===== config.mk =====
export PLATFORM = sky130hd
export DESIGN_NAME = jet_qualify_topk_select_core
export DESIGN_NICKNAME = d
export VERILOG_FILES = /design/src/rtl/jqts_pkg.sv /design/src/rtl/jqts_qualify.sv /design/src/rtl/jqts_slots.sv /design/src/rtl/jet_qualify_topk_select_core.sv
export SDC_FILE = /design/constraint.sdc
export NUM_CORES = 1
export LEC_CHECK = 0
export ABC_CLOCK_PERIOD_IN_PS = 10800
export BUFFER_PORTS_ARGS = -buffer_cell sky130_fd_sc_hd__buf_4
export CORE_MARGIN = 2
export CORE_UTILIZATION = 45
export CTS_CLUSTER_SIZE = 28
export DETAILED_ROUTE_END_ITERATION = 7
export GPL_ROUTABILITY_DRIVEN = 0
export PLACE_DENSITY_LB_ADDON = 0.2
export SLEW_MARGIN = 5
export SYNTH_ARGS = -nofsm -noshare
export SYNTH_HDL_FRONTEND = slang
export SYNTH_SLANG_ARGS = --single-unit

===== constraint.sdc =====
create_clock -name clk -period 10.8 [get_ports clk]
set_input_delay 0.54 -clock clk [delete_from_list [all_inputs] [get_ports clk]]
set_output_delay 0.54 -clock clk [all_outputs]
set_load 0.03 [all_outputs]

===== src/rtl/jqts_pkg.sv =====
// Shared types and constants for the jet qualify and top-k select block.
package jqts_pkg;

  localparam int PT_W     = 16;
  localparam int ETA_W    = 11;
  localparam int EDGE_W   = 10;
  localparam int SPREAD_W = 10;
  localparam int BETA_W   = 11;
  localparam int IDX_W    = 8;
  localparam int CFG_IDX_W  = 4;
  localparam int CFG_DATA_W = 16;
  localparam int NUM_B     = 4;
  localparam int NUM_LIGHT = 2;

  localparam logic [CFG_IDX_W-1:0] REG_PT_MIN            = 4'd0;
  localparam logic [CFG_IDX_W-1:0] REG_ETA_LIMIT         = 4'd1;
  localparam logic [CFG_IDX_W-1:0] REG_BARREL_EDGE       = 4'd2;
  localparam logic [CFG_IDX_W-1:0] REG_ENDCAP_EDGE       = 4'd3;
  localparam logic [CFG_IDX_W-1:0] REG_SPREAD_MAX_BARREL = 4'd4;
  localparam logic [CFG_IDX_W-1:0] REG_BETA_MAX_BARREL   = 4'd5;
  localparam logic [CFG_IDX_W-1:0] REG_SPREAD_MAX_ENDCAP = 4'd6;
  localparam logic [CFG_IDX_W-1:0] REG_BETA_MAX_ENDCAP   = 4'd7;

  typedef struct packed {
    logic [PT_W-1:0]     pt_min;
    logic [EDGE_W-1:0]   eta_limit;
    logic [EDGE_W-1:0]   barrel_edge;
    logic [EDGE_W-1:0]   endcap_edge;
    logic [SPREAD_W-1:0] spread_max_barrel;
    logic [BETA_W-1:0]   beta_max_barrel;
    logic [SPREAD_W-1:0] spread_max_endcap;
    logic [BETA_W-1:0]   beta_max_endcap;
  } cfg_t;

  localparam cfg_t CFG_RESET = '{
    pt_min:            16'd160,
    eta_limit:         10'd500,
    barrel_edge:       10'd150,
    endcap_edge:       10'd400,
    spread_max_barrel: 10'd72,
    beta_max_barrel:   11'd891,
    spread_max_endcap: 10'd72,
    beta_max_endcap:   11'd870
  };

  typedef struct packed {
    logic [PT_W-1:0]     pt;
    logic [ETA_W-1:0]    eta;
    logic                btag;
    logic [SPREAD_W-1:0] spread;
    logic [BETA_W-1:0]   beta_star;
    logic                last_jet;
  } jet_t;

  typedef struct packed {
    logic insert;
    logic clear;
  } slot_ctrl_t;

endpackage


===== src/rtl/jqts_qualify.sv =====
// Jet quality check: pile-up ID by eta region plus pt and eta cuts.
module jqts_qualify
  import jqts_pkg::*;
(
  input  jet_t cfg_jet,
  input  cfg_t cfg,
  output logic pass
);

  logic [ETA_W-1:0] abs_eta;
  logic             id_ok;

  always_comb begin
    abs_eta = cfg_jet.eta[ETA_W-1] ? (ETA_W'(0) - cfg_jet.eta) : cfg_jet.eta;
    priority if (abs_eta < {1'b0, cfg.barrel_edge}) begin
      id_ok = (cfg_jet.spread < cfg.spread_max_barrel) &&
              (cfg_jet.beta_star < cfg.beta_max_barrel);
    end else if (abs_eta < {1'b0, cfg.endcap_edge}) begin
      id_ok = (cfg_jet.spread < cfg.spread_max_endcap) &&
              (cfg_jet.beta_star < cfg.beta_max_endcap);
    end else begin
      id_ok = 1'b0;
    end
    pass = id_ok && (cfg_jet.pt > cfg.pt_min) && (abs_eta < {1'b0, cfg.eta_limit});
  end

endmodule


===== src/rtl/jqts_slots.sv =====
// Sorted slot list: inserts a jet on strictly greater pt, shifting lower slots down.
module jqts_slots
  import jqts_pkg::*;
#(
  parameter int NUM_SLOTS = 4
) (
  input  logic                 clk,
  input  logic                 rst,
  input  slot_ctrl_t           ctrl,
  input  logic [PT_W-1:0]      pt,
  input  logic [IDX_W-1:0]     idx,
  output logic [NUM_SLOTS-1:0] full_next,
  output logic [IDX_W-1:0]     idx_next [NUM_SLOTS]
);

  logic [PT_W-1:0]      slot_pt      [NUM_SLOTS];
  logic [IDX_W-1:0]     slot_idx     [NUM_SLOTS];
  logic [NUM_SLOTS-1:0] slot_full;
  logic [PT_W-1:0]      slot_pt_next [NUM_SLOTS];
  logic [NUM_SLOTS-1:0] take;

  always_comb begin
    logic found;
    for (int k = 0; k < NUM_SLOTS; k++) begin
      take[k] = ctrl.insert && (!slot_full[k] || (pt > slot_pt[k]));
    end
    slot_pt_next = slot_pt;
    idx_next     = slot_idx;
    full_next    = slot_full;
    if (take[0]) begin
      slot_pt_next[0] = pt;
      idx_next[0]     = idx;
      full_next[0]    = 1'b1;
    end
    found = take[0];
    for (int k = 1; k < NUM_SLOTS; k++) begin
      if (found) begin
        slot_pt_next[k] = slot_pt[k-1];
        idx_next[k]     = slot_idx[k-1];
        full_next[k]    = slot_full[k-1];
      end else if (take[k]) begin
        slot_pt_next[k] = pt;
        idx_next[k]     = idx;
        full_next[k]    = 1'b1;
      end
      found = found || take[k];
    end
  end

  always_ff @(posedge clk) begin
    if (rst || ctrl.clear) begin
      slot_full <= '0;
    end else begin
      slot_full <= full_next;
    end
    slot_pt  <= slot_pt_next;
    slot_idx <= idx_next;
  end

endmodule


===== src/rtl/jet_qualify_topk_select_core.sv =====
// Top level: input register, jet qualification, b and light slot lists, result register.
//
// One jet word enters on the input channel (in_valid / in_stall) per cycle unless stalled.
// Each jet is tagged with a running index, checked against the pile-up ID
// and the pt and eta cuts, and a qualified jet is placed into the four b
// slots or the two light slots, sorted by pt. Jets past MAX_JETS in one
// event are counted out and not placed.
// The jet marked last_jet produces one result word on the output channel
// (out_valid / out_stall), loaded into the result register as that jet leaves
// the input register: the slot indices, slot_valid and complete. The slots and
// the index counter then clear.
// Throughput is one jet per cycle; each slot list computes its next state combinationally.
// A stalled result holds; jets that are not last keep flowing, and only a
// last jet waits in the input register while a previous result is stalled.
// Configuration is written through cfg_write / cfg_index / cfg_data, by the
// user only while idle (not enforced by the block); unknown indices are ignored.
// Reset (rst, synchronous) restores default cuts and empties all slots.
module jet_qualify_topk_select_core
  import jqts_pkg::*;
#(
  parameter int MAX_JETS = 256
) (
  input  logic                  clk,
  input  logic                  rst,
  input  logic                  cfg_write,
  input  logic [CFG_IDX_W-1:0]  cfg_index,
  input  logic [CFG_DATA_W-1:0] cfg_data,
  input  logic                  in_valid,
  output logic                  in_stall,
  input  logic [PT_W-1:0]       pt,
  input  logic [ETA_W-1:0]      eta,
  input  logic                  btag,
  input  logic [SPREAD_W-1:0]   spread,
  input  logic [BETA_W-1:0]     beta_star,
  input  logic                  last_jet,
  output logic                  out_valid,
  input  logic                  out_stall,
  output logic [IDX_W-1:0]      b_first,
  output logic [IDX_W-1:0]      b_second,
  output logic [IDX_W-1:0]      b_third,
  output logic [IDX_W-1:0]      b_fourth,
  output logic [IDX_W-1:0]      light_first,
  output logic [IDX_W-1:0]      light_second,
  output logic [NUM_B+NUM_LIGHT-1:0] slot_valid,
  output logic                  complete
);

  localparam int CNT_W = $clog2(MAX_JETS + 1);

  cfg_t             cfg;
  jet_t             jet;
  logic             jet_valid;
  logic             advance;
  logic             pass;
  logic             in_range;
  logic [CNT_W-1:0] next_index;
  logic [IDX_W-1:0] jet_idx;
  slot_ctrl_t       b_ctrl;
  slot_ctrl_t       l_ctrl;
  logic [NUM_B-1:0]     b_full_next;
  logic [IDX_W-1:0]     b_idx_next [NUM_B];
  logic [NUM_LIGHT-1:0] l_full_next;
  logic [IDX_W-1:0]     l_idx_next [NUM_LIGHT];
  logic                 report;

  // config registers
  always_ff @(posedge clk) begin
    if (rst) begin
      cfg <= CFG_RESET;
    end else if (cfg_write) begin
      unique case (cfg_index)
        REG_PT_MIN:            cfg.pt_min            <= cfg_data;
        REG_ETA_LIMIT:         cfg.eta_limit         <= cfg_data[EDGE_W-1:0];
        REG_BARREL_EDGE:       cfg.barrel_edge       <= cfg_data[EDGE_W-1:0];
        REG_ENDCAP_EDGE:       cfg.endcap_edge       <= cfg_data[EDGE_W-1:0];
        REG_SPREAD_MAX_BARREL: cfg.spread_max_barrel <= cfg_data[SPREAD_W-1:0];
        REG_BETA_MAX_BARREL:   cfg.beta_max_barrel   <= cfg_data[BETA_W-1:0];
        REG_SPREAD_MAX_ENDCAP: cfg.spread_max_endcap <= cfg_data[SPREAD_W-1:0];
        REG_BETA_MAX_ENDCAP:   cfg.beta_max_endcap   <= cfg_data[BETA_W-1:0];
        default: ;
      endcase
    end
  end

  // only a last jet needs room in the result register
  assign advance  = jet_valid && (!jet.last_jet || !out_valid || !out_stall);
  assign in_stall = jet_valid && !advance;

  always_ff @(posedge clk) begin
    if (rst) begin
      jet_valid <= 1'b0;
    end else if (!in_stall) begin
      jet_valid <= in_valid;
    end
    if (in_valid && !in_stall) begin
      jet <= '{pt: pt, eta: eta, btag: btag, spread: spread,
               beta_star: beta_star, last_jet: last_jet};
    end
  end

  jqts_qualify u_qualify (
    .cfg_jet (jet),
    .cfg     (cfg),
    .pass    (pass)
  );

  assign in_range = (next_index < CNT_W'(MAX_JETS));
  assign jet_idx  = IDX_W'(next_index);
  assign report   = advance && jet.last_jet;

  always_comb begin
    b_ctrl.insert = advance && in_range && pass && jet.btag;
    b_ctrl.clear  = report;
    l_ctrl.insert = advance && in_range && pass && !jet.btag;
    l_ctrl.clear  = report;
  end

  always_ff @(posedge clk) begin
    if (rst || report) begin
      next_index <= '0;
    end else if (advance && in_range) begin
      next_index <= next_index + 1'b1;
    end
  end

  jqts_slots #(.NUM_SLOTS(NUM_B)) u_b_slots (
    .clk       (clk),
    .rst       (rst),
    .ctrl      (b_ctrl),
    .pt        (jet.pt),
    .idx       (jet_idx),
    .full_next (b_full_next),
    .idx_next  (b_idx_next)
  );

  jqts_slots #(.NUM_SLOTS(NUM_LIGHT)) u_light_slots (
    .clk       (clk),
    .rst       (rst),
    .ctrl      (l_ctrl),
    .pt        (jet.pt),
    .idx       (jet_idx),
    .full_next (l_full_next),
    .idx_next  (l_idx_next)
  );

  // result register
  always_ff @(posedge clk) begin
    if (rst) begin
      out_valid <= 1'b0;
    end else if (report) begin
      out_valid <= 1'b1;
    end else if (!out_stall) begin
      out_valid <= 1'b0;
    end
    if (report) begin
      b_first      <= b_full_next[0] ? b_idx_next[0] : '0;
      b_second     <= b_full_next[1] ? b_idx_next[1] : '0;
      b_third      <= b_full_next[2] ? b_idx_next[2] : '0;
      b_fourth     <= b_full_next[3] ? b_idx_next[3] : '0;
      light_first  <= l_full_next[0] ? l_idx_next[0] : '0;
      light_second <= l_full_next[1] ? l_idx_next[1] : '0;
      slot_valid   <= {l_full_next, b_full_next};
      complete     <= (&b_full_next) && (&l_full_next);
    end
  end

endmodule


=== Yosys cells after proc, flatten, opt, wreduce, memory -nomap -nowiden ===
Cells that the tools add are included.

* Equal/unequal tests: 8
* Order comparisons: 15
* Reductions and logical operators: 57
* Multiplexer cells: 33
* Add/sub/neg operators: 2

{| class="wikitable"
|+ Operators with widths
! operator !! count
|-
| $mux 16 || 8
|-
| $gt 16x16->1 || 7
|-
| $mux 8 || 10
|-
| $lt 11x10->1 || 3
|-
| $lt 11x11->1 || 2
|-
| $lt 10x10->1 || 2
|-
| $logic_and 1x1->1 || 19
|-
| $reduce_and 2->1 || 9
|-
| $eq 4x3->1 const B || 4
|-
| $mux 1 || 14
|-
| $logic_not 1->1 || 12
|-
| $logic_or 1x1->1 || 11
|-
| $mux 11 || 1
|-
| $sub 1x11->11 const A || 1
|-
| $add 9x1->9 const B || 1
|-
| $lt 9x9->1 const B || 1
|-
| $eq 4x2->1 const B || 2
|-
| $reduce_bool 2->1 || 4
|-
| $eq 4x1->1 const B || 1
|-
| $logic_not 4->1 || 1
|-
| $reduce_and 4->1 || 1
|-
| $ne 2x1->1 const B || 1
|}

* Bits of input ports: 75
* Register bits: 354
* Output and inout port bits: 57
* Word-level logic and storage cells: 154

=== Logic depth before layout (Yosys ltp) ===
Gate-level depths: netlist (run 1).

* Depth after elaboration: 15
* Gate-level depth with buffers: 16
* Mapped depth without buffers: 14

=== By module ===
Synthesis (run 1) repeated with hierarchy kept, for this count alone.

* Cells, all modules: 1708
* Area total of the unflattened synthesis: 18148.7 um^2

{| class="wikitable"
|+ By module, submodules not included
! module !! times used !! area an instance (um^2) !! seq. area each (um^2) !! cells each
|-
| jet_qualify_topk_select_core || 1 || 7438.4 || 5134.9 || 639
|-
| jqts_slots (u_b_slots) || 1 || 5597.9 || 2642.5 || 517
|-
| jqts_slots (u_light_slots) || 1 || 2856.5 || 1321.3 || 238
|-
| jqts_qualify || 1 || 2255.9 || 0.0 || 314
|}

=== Worst setup path after synthesis (run 1) ===
OpenSTA, ideal clock, no wires.

* Path kind: flip-flop to flip-flop
* Start: reg jet[25] (netlist bit)
* End: reg u_light_slots.slot_pt[0] (netlist bit), enable pin
* Buffers on the path: 1
* Setup time: 0.390 ns
* Setup slack: 5.852 ns
* Period minus slack after synthesis: 4.948 ns
* Data required time: 10.410 ns
* Arrival time: 4.558 ns
* Stages on the path, launching flop included: 13
* Path through: edfxtp_1 or3_1 or3b_2 o31ai_1 xnor2_1 ha_1 a21oi_1 o221ai_1 a2111oi_1 nand4_2 a211oi_1 clkbuf_1 nor2b_1

* Cells in the longest elaborated chain, start to end: 11
* Elaborated cells on any way between the ends: 14
* Those cells by class: 1 x add/sub; 3 x order compare; 3 x mux; 7 x reduce/logical

{| class="wikitable"
|+ RTL lines
! item !! RTL line !! text
|-
| start: declaration || jet_qualify_topk_select_core.sv:51 || <nowiki>jet_t jet;</nowiki>
|-
| start signal: assignment || jet_qualify_topk_select_core.sv:96 || <nowiki>jet <= '{pt: pt, eta: eta, btag: btag, spread: spread,</nowiki>
|-
| $sub 1x11->11 || jqts_qualify.sv:14 || <nowiki>abs_eta = cfg_jet.eta[ETA_W-1] ? (ETA_W'(0) - cfg_jet.eta) : cfg_jet.eta;</nowiki>
|-
| $mux 11 (*) || jqts_qualify.sv:14 ||
|-
| $lt 11x10->1 || jqts_qualify.sv:18 || <nowiki>end else if (abs_eta < {1'b0, cfg.endcap_edge}) begin</nowiki>
|-
| $mux 1 || jqts_qualify.sv:18 ||
|-
| $mux 1 || jqts_qualify.sv:15 || <nowiki>priority if (abs_eta < {1'b0, cfg.barrel_edge}) begin</nowiki>
|-
| $logic_and 1x1->1 || jqts_qualify.sv:24 || <nowiki>pass = id_ok && (cfg_jet.pt > cfg.pt_min) && (abs_eta < {1'b0, cfg.eta_limit});</nowiki>
|-
| $logic_and 1x1->1 (*) || jqts_qualify.sv:24 ||
|-
| $logic_and 1x1->1 (*) (2 in a row) || jet_qualify_topk_select_core.sv:114 || <nowiki>l_ctrl.insert = advance && in_range && pass && !jet.btag;</nowiki>
|-
| $logic_and 1x1->1 || jqts_slots.sv:25 || <nowiki>take[k] = ctrl.insert && (!slot_full[k] || (pt > slot_pt[k]));</nowiki>
|-
| $reduce_bool 2->1 (no source line) (*) || -- ||
|-
| end signal: assignment || jqts_slots.sv:56 || <nowiki>slot_pt <= slot_pt_next;</nowiki>
|-
| end: declaration || jqts_slots.sv:16 || <nowiki>logic [PT_W-1:0] slot_pt [NUM_SLOTS];</nowiki>
|}

Mark *: on every way between the ends. The rest lies on a longest branch, timed or not.
A chain may end at the register's enable or synchronous reset.

=== Worst setup path in the final report (run 1) ===
* Start: reg jet[25] (netlist bit)
* End: reg u_b_slots.slot_pt[1] (netlist bit), enable pin

* Cells in the longest elaborated chain, start to end: 13
* Elaborated cells on any way between the ends: 18
* Those cells by class: 1 x add/sub; 3 x order compare; 3 x mux; 11 x reduce/logical

{| class="wikitable"
|+ RTL lines
! item !! RTL line !! text
|-
| $sub 1x11->11 || jqts_qualify.sv:14 ||
|-
| $mux 11 (*) || jqts_qualify.sv:14 ||
|-
| $lt 11x10->1 || jqts_qualify.sv:18 ||
|-
| $mux 1 || jqts_qualify.sv:18 ||
|-
| $mux 1 || jqts_qualify.sv:15 ||
|-
| $logic_and 1x1->1 || jqts_qualify.sv:24 ||
|-
| $logic_and 1x1->1 (*) || jqts_qualify.sv:24 ||
|-
| $logic_and 1x1->1 (*) (2 in a row) || jet_qualify_topk_select_core.sv:112 || <nowiki>b_ctrl.insert = advance && in_range && pass && jet.btag;</nowiki>
|-
| $logic_and 1x1->1 || jqts_slots.sv:25 ||
|-
| $logic_or 1x1->1 (2 in a row) || jqts_slots.sv:46 || <nowiki>found = found || take[k];</nowiki>
|-
| $reduce_bool 2->1 (no source line) (*) || -- ||
|-
| end signal: assignment || jqts_slots.sv:56 ||
|-
| end: declaration || jqts_slots.sv:16 ||
|}

Marks and branches as above.

==> results.yml, run 1 <==
run_status:
  outcome: "finished, final reports clean"
pwr:
  peakVddDrop_mv: 0.120
  power.density_mw_per_mm2: 149
  p_leak_nw: 8.34
yosys:
  yosysWarnings: 0
  synth_flop_cell: "edfxtp_1"
  synth_seq_cells: 354
  synth_nets: 1902
  async_flop_share_pct: 0
  syn-mean-instance-area_sq_um: 10.8
  syn_area_sq_mm: 0.0178
  syn_inst: 1648
  synth_edf_count: 201
  yosysSeqAreaShare_pct: 51.2
  yosys.cell_types.count: 67
clocking:
  hold_buffers: 0
  cts_max_path_buffers: 3
  insertion_delay_ns: 0.58
  clk_pin_slew_ns: 0.06
  cts-buffers-inserted: 39
  cts_root_buf: "clkbuf_16"
  numClockSinks: 354
  post_cts_buffers: 0
  cts_tree: "yes"
  cts.repair.resized: 0
  h-tree-depth: 2
floorplan:
  dieArea_sq_mm: 0.0411
  initial_utilization_pct: 45.8
  boundaryPins: 132
  dieWidth_um: 203
  fp.dieH_um: 203
  core_area_sq_mm: 0.0388
  rows: 72
hold_path:
  hold_class: "input port to register"
global_route:
  antenna_found_initial: 0
  gr-total-overflow: 0
  grt_pass1_wl_um: 66100
  grt_pass1_vias: 12400
  track_usage_pct: 20.4
  grt_max_degree: 92
place:
  dp_hpwl_um: 29900
  portBuffers: 131
  dpl.cell_count: 2254
  placed_cell_area_sq_mm: 0.0193
  dp_slack_ns: 5.59
setup_path:
  cp.buffers_inverters: 1
  crit_type: "register to register"
  path_max_fanout: 43
  critPathTopFamily: "simple AND/OR/NAND/NOR gates"
  cpPeakStageDelay_ns: 0.63
  cp_cell_sequence: "or3_1, or3b_2, o31ai_1, xnor2_1, ha_1, a21oi_1, o221ai_1, a2111oi_1, nand4_2, a211oi_4, buf_4, and2_1"
  start_kind: "register"
  cp_data_required_time_ns: 10.99
  cp.arrival_ns: 5.52
  worst_setup_path_end_kind: "register"
  critPathSlowestCell: "and2_1"
sta:
  max_freq_mhz: 188
  whs_ns: 0.135
  finClkSkew_ns: 0.0372
  rsz0062_at_grt: "false"
  maxSlewViolCount: 0
  finalSetupViolCount: 0
  min_period_ns: 5.32
  tns_ns: 0
  worstMarginPinSlew_ns: 1.23
  hold_viol: 0
  fin_ws_ns: 5.48
  relSlewSlack_pct: 17.8
  fin_crit_sh_pct: 49.3
route:
  drt_wl_total_um: 41300
  drtPass1Iterations: 5
  wire_per_inst_um: 17.8
  wl_met1_um: 18600
  wl_met2_um: 20000
  dr_total_vias: 12500
  top_layer_used: "met4"
  wl_met3_um: 1750
  drtIter0Drc: 654
  ant_nets: 0
  routed_via_density: 5.36
  drcViolationCount: 0
layout:
  area_delta_synth_final_pct: 15.9
  layout_common_cells: "201 x inv_1, 201 x edfxtp_1, 179 x ha_1"
  design_area_sq_mm: 0.0206
  fin_cells: 2325
  drive_gt1_share_pct: 16.3
  nets: 2032
  antenna_cells: 0
flow_run:
  max_cap_viol_count: 0
==> state kept, by name, summed over array words and instances, names as in the netlist, 9 cells and up <==
name / count
u_light_slots.slot_idx: 16
u_b_slots.slot_idx: 32
u_light_slots.slot_pt: 32
u_b_slots.slot_pt: 64
cfg: 88
jet: 50
next_index: 9
==> power breakdown <==
part / switching (mW) / total (mW) / internal, mW / leakage [nW]
Clock: 0.551 / 1.28 / 0.732 / 0.595
Combinational: 0.156 / 0.270 / 0.114 / 4.62
Sequential: 0.0325 / 1.51 / 1.48 / 3.13
==> final timing paths <==
check	start	endpoint	slack, ns	cells past startpoint
max reg2reg	jet[25]	u_b_slots.slot_pt[1]	5.48	12
max	jet[25]	u_b_slots.slot_pt[1]	5.48	12
min reg2reg	cfg[73]	cfg[73]	0.46	2
min	beta_star[5]	jet[6]	0.14	1
==> per-stage QoR <==
step                power, mW  utilization (%)
floorplan                1.71                -
global placement         1.80             49.8
detailed placement       1.81             49.8
CTS                      3.09             53.0
global route             3.19             53.0
finish                   3.06             53.0
==> logic make-up (layout without fill, tap and decap cells) <==
| logic type | after synthesis | in the layout | share of synthesized area [%] |
|---|---|---|---|
| fa+ha+maj | 179 | 179 | 12.6 |
| mux | 91 | 91 | 5.63 |
| compound gates | 381 | 381 | 14.6 |
| simple gates | 361 | 361 | 9.40 |
| buf+inv | 268 | 427 | 5.82 |
| xor+xnor | 14 | 14 | 0.690 |
| flops | 354 | 354 | 51.2 |
==> area by class of cell <==
cell class	instances	area (sq um)
Clock buffer	58	1090
Tap cell	518	648
Sequential cell	354	9100
Timing Repair Buffer	154	1160
Fill cell	3411	18200
Multi-Input combinational cell	1026	7690
Inverter	203	762
Clock inverter	12	144
==> cells in the mapped netlist (4+ instances only) <==
master | n | area share [%]
or4_1 | 4 | 0.17
o2bb2ai_1 | 18 | 0.89
a21oi_1 | 105 | 3.0
inv_1 | 201 | 4.2
mux2_2 | 58 | 3.7
a211oi_1 | 42 | 1.8
o31ai_1 | 4 | 0.17
a21o_1 | 8 | 0.34
xor2_1 | 4 | 0.20
nand3_1 | 19 | 0.54
nor2_1 | 126 | 2.7
buf_4 | 4 | 0.17
o21ai_0 | 64 | 1.8
mux2i_1 | 29 | 1.6
xnor2_1 | 10 | 0.49
nor2b_1 | 17 | 0.60
a22o_1 | 9 | 0.44
o22ai_1 | 25 | 0.88
o211ai_1 | 10 | 0.42
or3_1 | 4 | 0.14
nand2_1 | 115 | 2.4
o2111ai_1 | 6 | 0.30
a211o_1 | 37 | 1.8
clkbuf_1 | 49 | 1.0
buf_1 | 6 | 0.13
o21a_1 | 15 | 0.63
edfxtp_1 | 201 | 34
nand3b_1 | 6 | 0.25
a31oi_1 | 11 | 0.39
nand4_1 | 27 | 0.95
buf_2 | 5 | 0.14
o21bai_1 | 4 | 0.17
ha_1 | 179 | 13
dfxtp_1 | 153 | 17
nor3_1 | 9 | 0.25
nand2b_1 | 12 | 0.42
==> worst reg2reg max path, stage by stage, from the launching register on <==
cell and delay [ns]:
edfxtp_1 0.43, or3_1 0.40, or3b_2 0.50, o31ai_1 0.28, xnor2_1 0.23, ha_1 0.31
a21oi_1 0.16, o221ai_1 0.15, a2111oi_1 0.57, nand4_2 0.51, a211oi_4 0.37, buf_4 0.42
and2_1 0.64
==> layer usage <==
layer | track usage (%) | up-vias
li1 | - | 6211
met1 | 26.5 | 5922
met2 | 35.1 | 263
met3 | 3.19 | 65
met4 | 6.41 | 0
met5 | 0 | -
(Power assumes the default switching activity.)
==> inputs of run 2 (changes only) <==
Settings changed: ABC_CLOCK_PERIOD_IN_PS 10800 to 5550.
Clock period 10.8 ns to 5.55 ns, I/O delays scaled along.
==> run 2 against run 1 <==
  * Highest routed layer is now met5
  * Maximum frequency is 7.9% higher
  * Non-clock buffer count rose by 71
  * Critical path depth stayed put
  * Worst hold slack worse by 0.096 ns
  * Clock-buffer cell count is 5 higher
  * Setup slack worse by 4.9 ns
  * Die area stayed put
  * Clock skew shrank 0.016 ns
  * Critical path type unchanged
==> results.yml, run 2 (same netlist as run 1, synthesis figures left out) <==
run_status:
  outcome: "finished, final reports clean"
pwr:
  peakVddDrop_mv: 0.227
  power.total_mw: 6.14
  p_leak_nw: 8.70
  power.density_mw_per_mm2: 287
hold_path:
  hold_class: "input port to register"
  hold_end: "cfg[2]"
  min-delay-start: "cfg_data[2]"
  hold_depth: 2
setup_path:
  rrSetupSlack_ns: 0.62
  start_kind: "register"
  r2r_end: "b_first[7]"
  worst_setup_path_end_kind: "register"
  cp_data_required_time_ns: 5.84
  rr_worst_depth: 12
  r2r_start: "jet[25]"
  path_max_fanout: 25
  crit_type: "register to register"
  cp.arrival_ns: 5.22
sta:
  hold_viol: 0
  fin_crit_sh_pct: 88.9
  rsz0062_at_grt: "false"
  worstMarginPinSlew_ns: 1.06
  max_freq_mhz: 203
  whs_ns: 0.0395
  fin_ws_ns: 0.618
  min_period_ns: 4.93
  maxSlewViolCount: 0
  tns_ns: 0
  finalSetupViolCount: 0
  finClkSkew_ns: 0.0211
  relSlewSlack_pct: 28.9
clocking:
  post_cts_buffers: 0
  cts_tree: "yes"
  hold_buffers: 58
  cts_root_buf: "clkbuf_16"
  insertion_delay_ns: 0.55
  numClockSinks: 354
  h-tree-depth: 2
  cts.repair.resized: 0
  cts_max_path_buffers: 3
  cts-buffers-inserted: 40
  clk_pin_slew_ns: 0.06
place:
  portBuffers: 131
  dp_hpwl_um: 30000
  dp_slack_ns: 0.611
layout:
  drive_gt1_share_pct: 16.5
  fill_cells: 3302
  reg_top3: "cfg (88), u_b_slots.slot_pt (64), jet (50)"
  area_delta_synth_final_pct: 20.2
  layout_common_cells: "201 x inv_1, 201 x edfxtp_1, 179 x ha_1"
  largest_reg_flops: 88
  nets: 2104
  largest-register: "cfg"
  finish.utilization_pct: 55.0
route:
  wl_met1_um: 17700
  top_layer_used: "met5"
  drtIter0Drc: 680
  wl_met2_um: 20400
  wl_met3_um: 1970
  drt_wl_total_um: 41300
  ant_nets: 0
  routed_via_density: 5.35
  drtPass1Iterations: 5
  dr_total_vias: 12800
  drcViolationCount: 0
  wire_per_inst_um: 17.2
floorplan:
  fp.dieH_um: 203
  dieWidth_um: 203
  boundaryPins: 132
  dieArea_sq_mm: 0.0411
  rows: 72
  core_area_sq_mm: 0.0388
  initial_utilization_pct: 45.8
global_route:
  grt_pass1_vias: 13000
  gr-total-overflow: 0
  antenna_found_initial: 2
  grt_max_degree: 92
  track_usage_pct: 20.2
  grt_pass1_wl_um: 66000
flow_run:
  max_cap_viol_count: 0
[run 2: worst max path at each step]
stage / from / to / slack, ns / cells past startpoint
CTS: jet[25] / b_first[7] / 0.60 / 12
global route: jet[25] / b_first[7] / 0.35 / 14
detailed placement: jet[25] / b_first[7] / 0.61 / 12
global placement: jet[25] / b_first[7] / 0.70 / 12
finish: jet[25] / b_first[7] / 0.62 / 12
floorplan: jet[25] / u_light_slots.slot_pt[0] / 0.60 / 12
[run 2: final cells by class]
class	count	area, sq um	area share (%)
antenna	1	2.50	0.0117
timing repair buffer	225	1830	8.59
tap	518	648	3.03
sequential	354	9100	42.6
inverter	203	762	3.57
clock buffer	63	1210	5.67
multi-input combinational	1026	7690	36.0
clock inverter	11	114	0.533
[run 2: critical path, cell delays in order, from the launching register on]
cell and delay, ns:
edfxtp_1 0.44, or3_1 0.41, or3b_2 0.50, o31ai_1 0.26
xnor2_1 0.23, ha_1 0.31, o211ai_1 0.17, o311ai_1 0.22
or4_1 0.88, a2111oi_4 0.38, buf_4 0.37, mux2_2 0.38
nor2b_1 0.12
[run 2: where the power goes]
| group | switching (mW) | total [mW] | internal (mW) |
|---|---|---|---|
| registers | 0.0550 | 2.93 | 2.87 |
| clock network | 1.05 | 2.64 | 1.60 |
| logic | 0.318 | 0.569 | 0.251 |
| total | 1.42 | 6.14 | 4.72 |
[run 2: stage by stage]
step	cells	area [sq um]
2_1_floorplan	1648	17800
3_3_place_gp	2268	19400
3_5_place_dp	2268	19400
4_1_cts	2400	21400
5_1_grt	2401	21400
6_report	2401	21400
[run 2: routing by layer]
layer / vias to the layer above / GRT usage, %
met5: - / 0
met1: 6116 / 24.4
met3: 81 / 3.08
met2: 296 / 36.1
li1: 6353 / -
met4: 2 / 7.64
